$ cat config.mk
export PLATFORM = sky130hd
export DESIGN_NAME = p2p_div
export DESIGN_NICKNAME = d
export VERILOG_FILES = /design/src/point_to_pixel_projection_macros.svh /design/src/p2p_div.sv
export SDC_FILE = /design/constraint.sdc
export NUM_CORES = 2
export LEC_CHECK = 0
export BUFFER_PORTS_ARGS = -buffer_cell sky130_fd_sc_hd__clkbuf_2
export CAP_MARGIN = 10
export CORE_MARGIN = 4
export CORE_UTILIZATION = 44
export DETAILED_ROUTE_END_ITERATION = 7
export GPL_ROUTABILITY_DRIVEN = 0
export PLACE_DENSITY_LB_ADDON = 0.15
export SETUP_SLACK_MARGIN = 0.5
export SYNTH_ARGS = -nofsm -noshare
export SYNTH_HDL_FRONTEND = slang
export SYNTH_SLANG_ARGS = --single-unit
$ cat constraint.sdc
create_clock -name clk -period 4.72 [get_ports clk]
set_input_delay 0.472 -clock clk [delete_from_list [all_inputs] [get_ports clk]]
set_output_delay 0.472 -clock clk [all_outputs]
set_load 0.01 [all_outputs]
$ cat src/point_to_pixel_projection_macros.svh
// ----------------------------------------------------------------------------
// point_to_pixel_projection_macros
// assertion macros used by the projection rtl
// ----------------------------------------------------------------------------
`ifndef POINT_TO_PIXEL_PROJECTION_MACROS_SVH
`define POINT_TO_PIXEL_PROJECTION_MACROS_SVH

// same-cycle implication, clocked on clk, off during reset
`define P2P_ASSERT_IMP(lbl, ante, cons, msg) \
	lbl: assert property (@(posedge clk) disable iff (!arst_n) (ante) |-> (cons)) \
		else $error(msg);

// next-cycle implication, clocked on clk, off during reset
`define P2P_ASSERT_NXT(lbl, ante, cons, msg) \
	lbl: assert property (@(posedge clk) disable iff (!arst_n) (ante) |=> (cons)) \
		else $error(msg);

`endif

$ cat src/p2p_div.sv
// ----------------------------------------------------------------------------
// p2p_div
// pipelined restoring divider, one quotient bit per stage, overflow flag
// ----------------------------------------------------------------------------
module p2p_div #(
	parameter int NUM_W = 51,
	parameter int DEN_W = 34,
	parameter int QB    = 17,
	parameter int TAG_W = 1
) (
	input  logic              clk,
	input  logic [QB:0]       en,
	input  logic [NUM_W-1:0]  num,
	input  logic [DEN_W-1:0]  den,
	input  logic [TAG_W-1:0]  tag,
	output logic [QB-1:0]     quo,
	output logic              ovf,
	output logic [TAG_W-1:0]  tag_out
);

	logic [DEN_W-1:0] rem_s [QB+1];
	logic [DEN_W-1:0] den_s [QB+1];
	logic [QB-1:0]    low_s [QB+1];
	logic [QB-1:0]    quo_s [QB+1];
	logic             ovf_s [QB+1];
	logic [TAG_W-1:0] tag_s [QB+1];

	// first stage: overflow when the quotient needs more than QB bits
	always_ff @(posedge clk) begin
		if (en[0]) begin
			rem_s[0] <= num[NUM_W-1:QB];
			low_s[0] <= num[QB-1:0];
			den_s[0] <= den;
			quo_s[0] <= '0;
			ovf_s[0] <= (num[NUM_W-1:QB] >= den);
			tag_s[0] <= tag;
		end
	end

	// one shift and conditional subtract per stage
	for (genvar j = 1; j <= QB; j++) begin : g_step
		logic [DEN_W:0] trial;
		logic           ge;

		assign trial = {rem_s[j-1], low_s[j-1][QB-1]};
		assign ge    = (trial >= {1'b0, den_s[j-1]});

		always_ff @(posedge clk) begin
			if (en[j]) begin
				rem_s[j] <= ge ? DEN_W'(trial - {1'b0, den_s[j-1]}) : trial[DEN_W-1:0];
				low_s[j] <= low_s[j-1] << 1;
				den_s[j] <= den_s[j-1];
				quo_s[j] <= {quo_s[j-1][QB-2:0], ge};
				ovf_s[j] <= ovf_s[j-1];
				tag_s[j] <= tag_s[j-1];
			end
		end
	end

	assign quo     = quo_s[QB];
	assign ovf     = ovf_s[QB];
	assign tag_out = tag_s[QB];

endmodule

== After elaboration in Yosys (flattened, before gate mapping) ==
Memories as Yosys holds them, arrays and structs flattened.
Cells that the tools add are included.
Storage, ports and cells
  bits in registers: 0
  memory bits (writable): 1872
  bits of input ports: 105
  memories kept: 6
  word-level logic and storage cells: 94
  output and inout port bits: 19
Memory list
  den_s: depth 18, width 34, rd ports 17, clocked after Yosys merged registers in 0, wr ports 18, RTL line p2p_div.sv:22  | logic [DEN_W-1:0] den_s [QB+1];
  rem_s: depth 18, width 34, rd ports 17, clocked after Yosys merged registers in 0, wr ports 18, RTL line p2p_div.sv:21  | logic [DEN_W-1:0] rem_s [QB+1];
  low_s: depth 18, width 17, rd ports 17, clocked after Yosys merged registers in 0, wr ports 18, RTL line p2p_div.sv:23  | logic [QB-1:0] low_s [QB+1];
  quo_s: depth 18, width 17, rd ports 18, clocked after Yosys merged registers in 0, wr ports 18, RTL line p2p_div.sv:24  | logic [QB-1:0] quo_s [QB+1];
  ovf_s: depth 18, width 1, rd ports 18, clocked after Yosys merged registers in 0, wr ports 18, RTL line p2p_div.sv:25  | logic ovf_s [QB+1];
  tag_s: depth 18, width 1, rd ports 18, clocked after Yosys merged registers in 0, wr ports 18, RTL line p2p_div.sv:26  | logic [TAG_W-1:0] tag_s [QB+1];
Cells by class
  $add $sub $neg: 17
  magnitude comparators: 18
  multiplexer cells: 53
Operators with widths (count)
  greater-or-equal comparator 35 x 34 -> 1 bit: 17
  two-way mux 34 bit: 17
  subtractor 34 bit: 17
  two-way mux 1 bit: 36
  greater-or-equal comparator 34 bit: 1

== Depth between registers and ports, before layout ==
  word-level depth: 2
  mapped depth: 16
  mapped depth without buffers: 15

== Worst setup path after synthesis ==
No wires, ideal clock.
  path kind: register to register
  start point: mem low_s[1][16]
  end point: mem rem_s[2][32] (data pin)
  library setup time: 260 ps
  stages on the path, launching flop included: 16
  setup slack: 1207 ps
  buffers on the path: 0
  data arrival time: 3253 ps
  required time: 4460 ps
  path through: edfxtp_1 inv_1 ha_1 inv_1 fa_1 a21o_1 a21oi_2 o21bai_1 o41a_1 a211oi_2 o311a_1 nor2_1 a211o_1 a311oi_2 xnor2_1 mux2_2
RTL lines (RTL line)
  from (decl): p2p_div.sv:23
  to (decl): p2p_div.sv:21

==> impl_metrics.csv <==
group,metric,value,unit
run_status,status,"finished, final reports clean",
synthesis,synth_top_area_share,54.9,%
worst_setup_path,cp.required,5260,ps
worst_setup_path,crit_type,"reg2reg",
synthesis,async_flop_share,0,%
synthesis,synth-compound-area-share,14.4,%
grt,grt_max_degree,67,
worst_setup_path,startpoint,"low_s[7][16]",
worst_setup_path,crit_fanout,3,
synthesis,synth-xor-area-share,5.18,%
die,chipHeight,440,µm
synthesis,syn_inst,7109,
layout,fin_nets,8173,
sta,rsz0062_at_grt,"no",
sta,setup_violations,0,
layout,fillerInstances,16100,
detailed_routing,num_vias,53700,
sta,slew_headroom,24.8,%
synthesis,synth_area,81900,µm²
worst_hold_path,min_path_cells,1,
clock_network,clkLatencyLatePin,810,ps
sta,fin_setup_tns,0,ps
layout,drive_gt1_share,10.3,%
sta,finalCritPeriodShare,88.4,%
power,comb_power_share,44.9,%
synthesis,synth_flop_cell,"edfxtp_1",
sta,final-max-slew-violation-count,0,
worst_setup_path,reg2reg_depth,16,
sta,worstMarginPinSlew,1120,ps
power,p_int,39.2,mW
grt,track_usage,18.4,%
synthesis,ys_seq_area_share,54.9,%
detailed_routing,drtIter0Drc,2886,
power,power_frac_clock,20.9,%
detailed_routing,drc,0,
synthesis,syn_avg_cell_area,11.5,µm²
synthesis,synth_top_family_by_area,"compound AO/OA/AOI/OAI gates",
grt,grt_use_met2,37.6,%
synthesis,syn-num-nets,7842,
clock_network,cts_sinks,1498,
power,power_density,667,nW/µm²
power,seq_power_share,34.2,%
synthesis,synth-simple-area-share,8.52,%
sta,final_hold_viol_count,0,
worst_setup_path,r2r_slack,550,ps
die,num_rows,158,
clock_network,cts_tree,"built",
grt,gr-total-overflow,0,
placement,dpl.hpwl,140,mm
synthesis,yosys_register_bits,1498,
die,die_w,440,µm
grt,grt_pass1_wl,282,mm
grt,grt_use_met3,2.46,%
placement,io_buffers,123,
grt,grt_busiest_layer,"met2",
worst_hold_path,hold_class,"in2reg",
grt,gr-usage-met1,16.3,%
power,switching_share,36.6,%
worst_setup_path,reg2reg_to,"rem_s[8][30]",
clock_network,clockBufferDepth,3,
synthesis,yosys.cell_types.count,91,
sta,fin_skew,34.0,ps
detailed_routing,wl_per_cell,17.9,µm
worst_setup_path,startpoint_type,"register",
synthesis,synthMuxAreaShare,2.93,%
synthesis,synth-adder-area-share,9.74,%
synthesis,yosys-top-cells-count,"edfxtp_1, inv_1, ha_1",
layout,finish.utilization,50.0,%
synthesis,yosysWarningCount,0,
detailed_routing,viasPerCell,5.34,
power,leakage,38.0,nW
detailed_routing,first_pass_iters,8,
power,power,61.8,mW
die,die_area,193000,µm²
synthesis,synth_edf_count,1498,
clock_network,cts_inserted_buffers,170,
grt,grt_pass1_vias,55700,
power,p_sw,22.6,mW
layout,final_area,92600,µm²
layout,synthToLayoutAreaGrowth,13.1,%
sta,max_freq,0.240,GHz
grt,grt_antenna_before_repair,2,
worst_setup_path,r2r-start,"low_s[7][16]",
detailed_routing,wl,181,mm
flow_run,cap_violations,0,
sta,period_needed,4170,ps
clock_network,h-tree-depth,4,
die,initial_core_util,44.2,%
detailed_routing,postRouteAntennaNets,0,
die,io_pins,124,
synthesis,yosys.area.top_type,"edfxtp_1",
die,coreArea,185000,µm²
clock_network,clk_pin_slew,60,ps
worst_setup_path,critPathCaptureType,"register",
placement,place_area,86100,µm²
worst_setup_path,cp.arrival,4710,ps
worst_setup_path,crit_end,"rem_s[8][30]",
synthesis,synth_area_leaders,"edfxtp_1, ha_1, a21oi_1",
power,peakVddDrop,0.000383,V
sta,whs,116,ps
synthesis,post-synth-top-count-cell,"edfxtp_1",
clock_network,cts_root_buf,"clkbuf_16",
stage by stage:
step / cells / worst slack, ps
final: 10100 / 549
after global placement: 9657 / 345
after floorplan: 7109 / 1210
after detailed placement: 9657 / 406
after global routing: 10100 / 473
after CTS: 10100 / 518
layout by cell type (no fill, tap or decap), types with 24 or more instances in the layout:
cell type,count
clkinv_1,40
inv_1,743
a31oi_1,57
nand4_1,109
and3_1,43
nor2b_1,78
o21a_1,69
o21ai_0,421
a21oi_1,590
nor4_1,24
nand2_1,496
ha_1,612
nor2_1,366
dlygate4sd3_1,86
xor2_1,208
o31ai_1,26
a211oi_1,34
clkinv_2,28
a21o_1,341
nor3_1,56
clkbuf_16,170
o21bai_1,62
edfxtp_1,1498
xnor2_1,277
buf_4,131
mux2_2,190
or2_2,30
o21ai_1,51
nand3_1,103
o211ai_1,24
clkbuf_1,36
clkbuf_2,106
nand2b_1,78
state kept, by name (all words and copies together), names as in the netlist:
| name | flops |
|---|---|
| den_s | 578 |
| ovf_s | 18 |
| tag_s | 18 |
| low_s | 153 |
| quo_s | 153 |
| rem_s | 578 |
power groups by stage:
stage                     clock [mW]  sequential, mW  combinational [mW]
after floorplan                    0            20.6                20.8
after global placement             0            21.4                26.6
after detailed placement           0            21.4                27.1
after CTS                       13.4            21.2                27.4
after global routing            13.9            21.5                30.6
final                           12.9            21.1                27.7
kinds of logic (layout without fill, tap and decap cells):
kind of cell    Yosys count  count (layout)
flops                  1498            1498
fa+ha+maj               628             628
xor+xnor                485             485
other cells               0               2
mux                     214             214
simple gates           1477            1477
compound gates         1884            1887
buf+inv                 923            1391
repair_timing:
action                                  4_1_cts  5_1_grt
hold endpoints to repair                     86        0
hold buffers                                 86        0
resized for setup                             4       25
setup buffers                                 0        1
gates cloned                                  1        2
pin swaps                                     1        7
endpoints found under the setup margin       21      157
per-layer routing:
metal / routed length, µm / vias up
li1: - / 26600
met1: 60800 / 25300
met2: 101000 / 1188
met3: 5280 / 589
met4: 13000 / 0
met5: 0 / -
worst max-delay path, stage by stage, from the launching register on:
cell and delay (ps):
edfxtp_1 390, inv_1 70, ha_1 160, inv_1 60, fa_1 400, a21o_1 190, a21o_1 210, a21oi_1 270
o211ai_1 170, o31ai_1 560, o21ai_0 310, o31ai_1 300, buf_4 170, o211ai_1 80, a31oi_1 220, xnor2_1 90
mux2_2 260
how the worst min path moves through the flow:
stage / endpoint / startpoint / slack, ps
6_report: den_s[8][31] / en[8] / 120
5_1_grt: den_s[8][31] / en[8] / 70
4_1_cts: den_s[8][31] / en[8] / 50
3_5_place_dp: low_s[1][4] / low_s[0][3] / 400
3_3_place_gp: tag_s[15] / tag_s[14] / 400
2_1_floorplan: low_s[10][10] / low_s[9][9] / 400
area by class of cell:
class                   instances  area (µm²)  area share, %
inverters                     744        2790           3.01
diodes                          2        5.00        0.00540
clock buffers                 206        4390           4.74
well taps                    2480        3100           3.35
flip-flops and latches       1498       45000           48.6
multi-input cells            4691       33600           36.3
repair buffers                335        2600           2.80
clock inverters               106        1130           1.22
(Power assumes the default switching activity.)
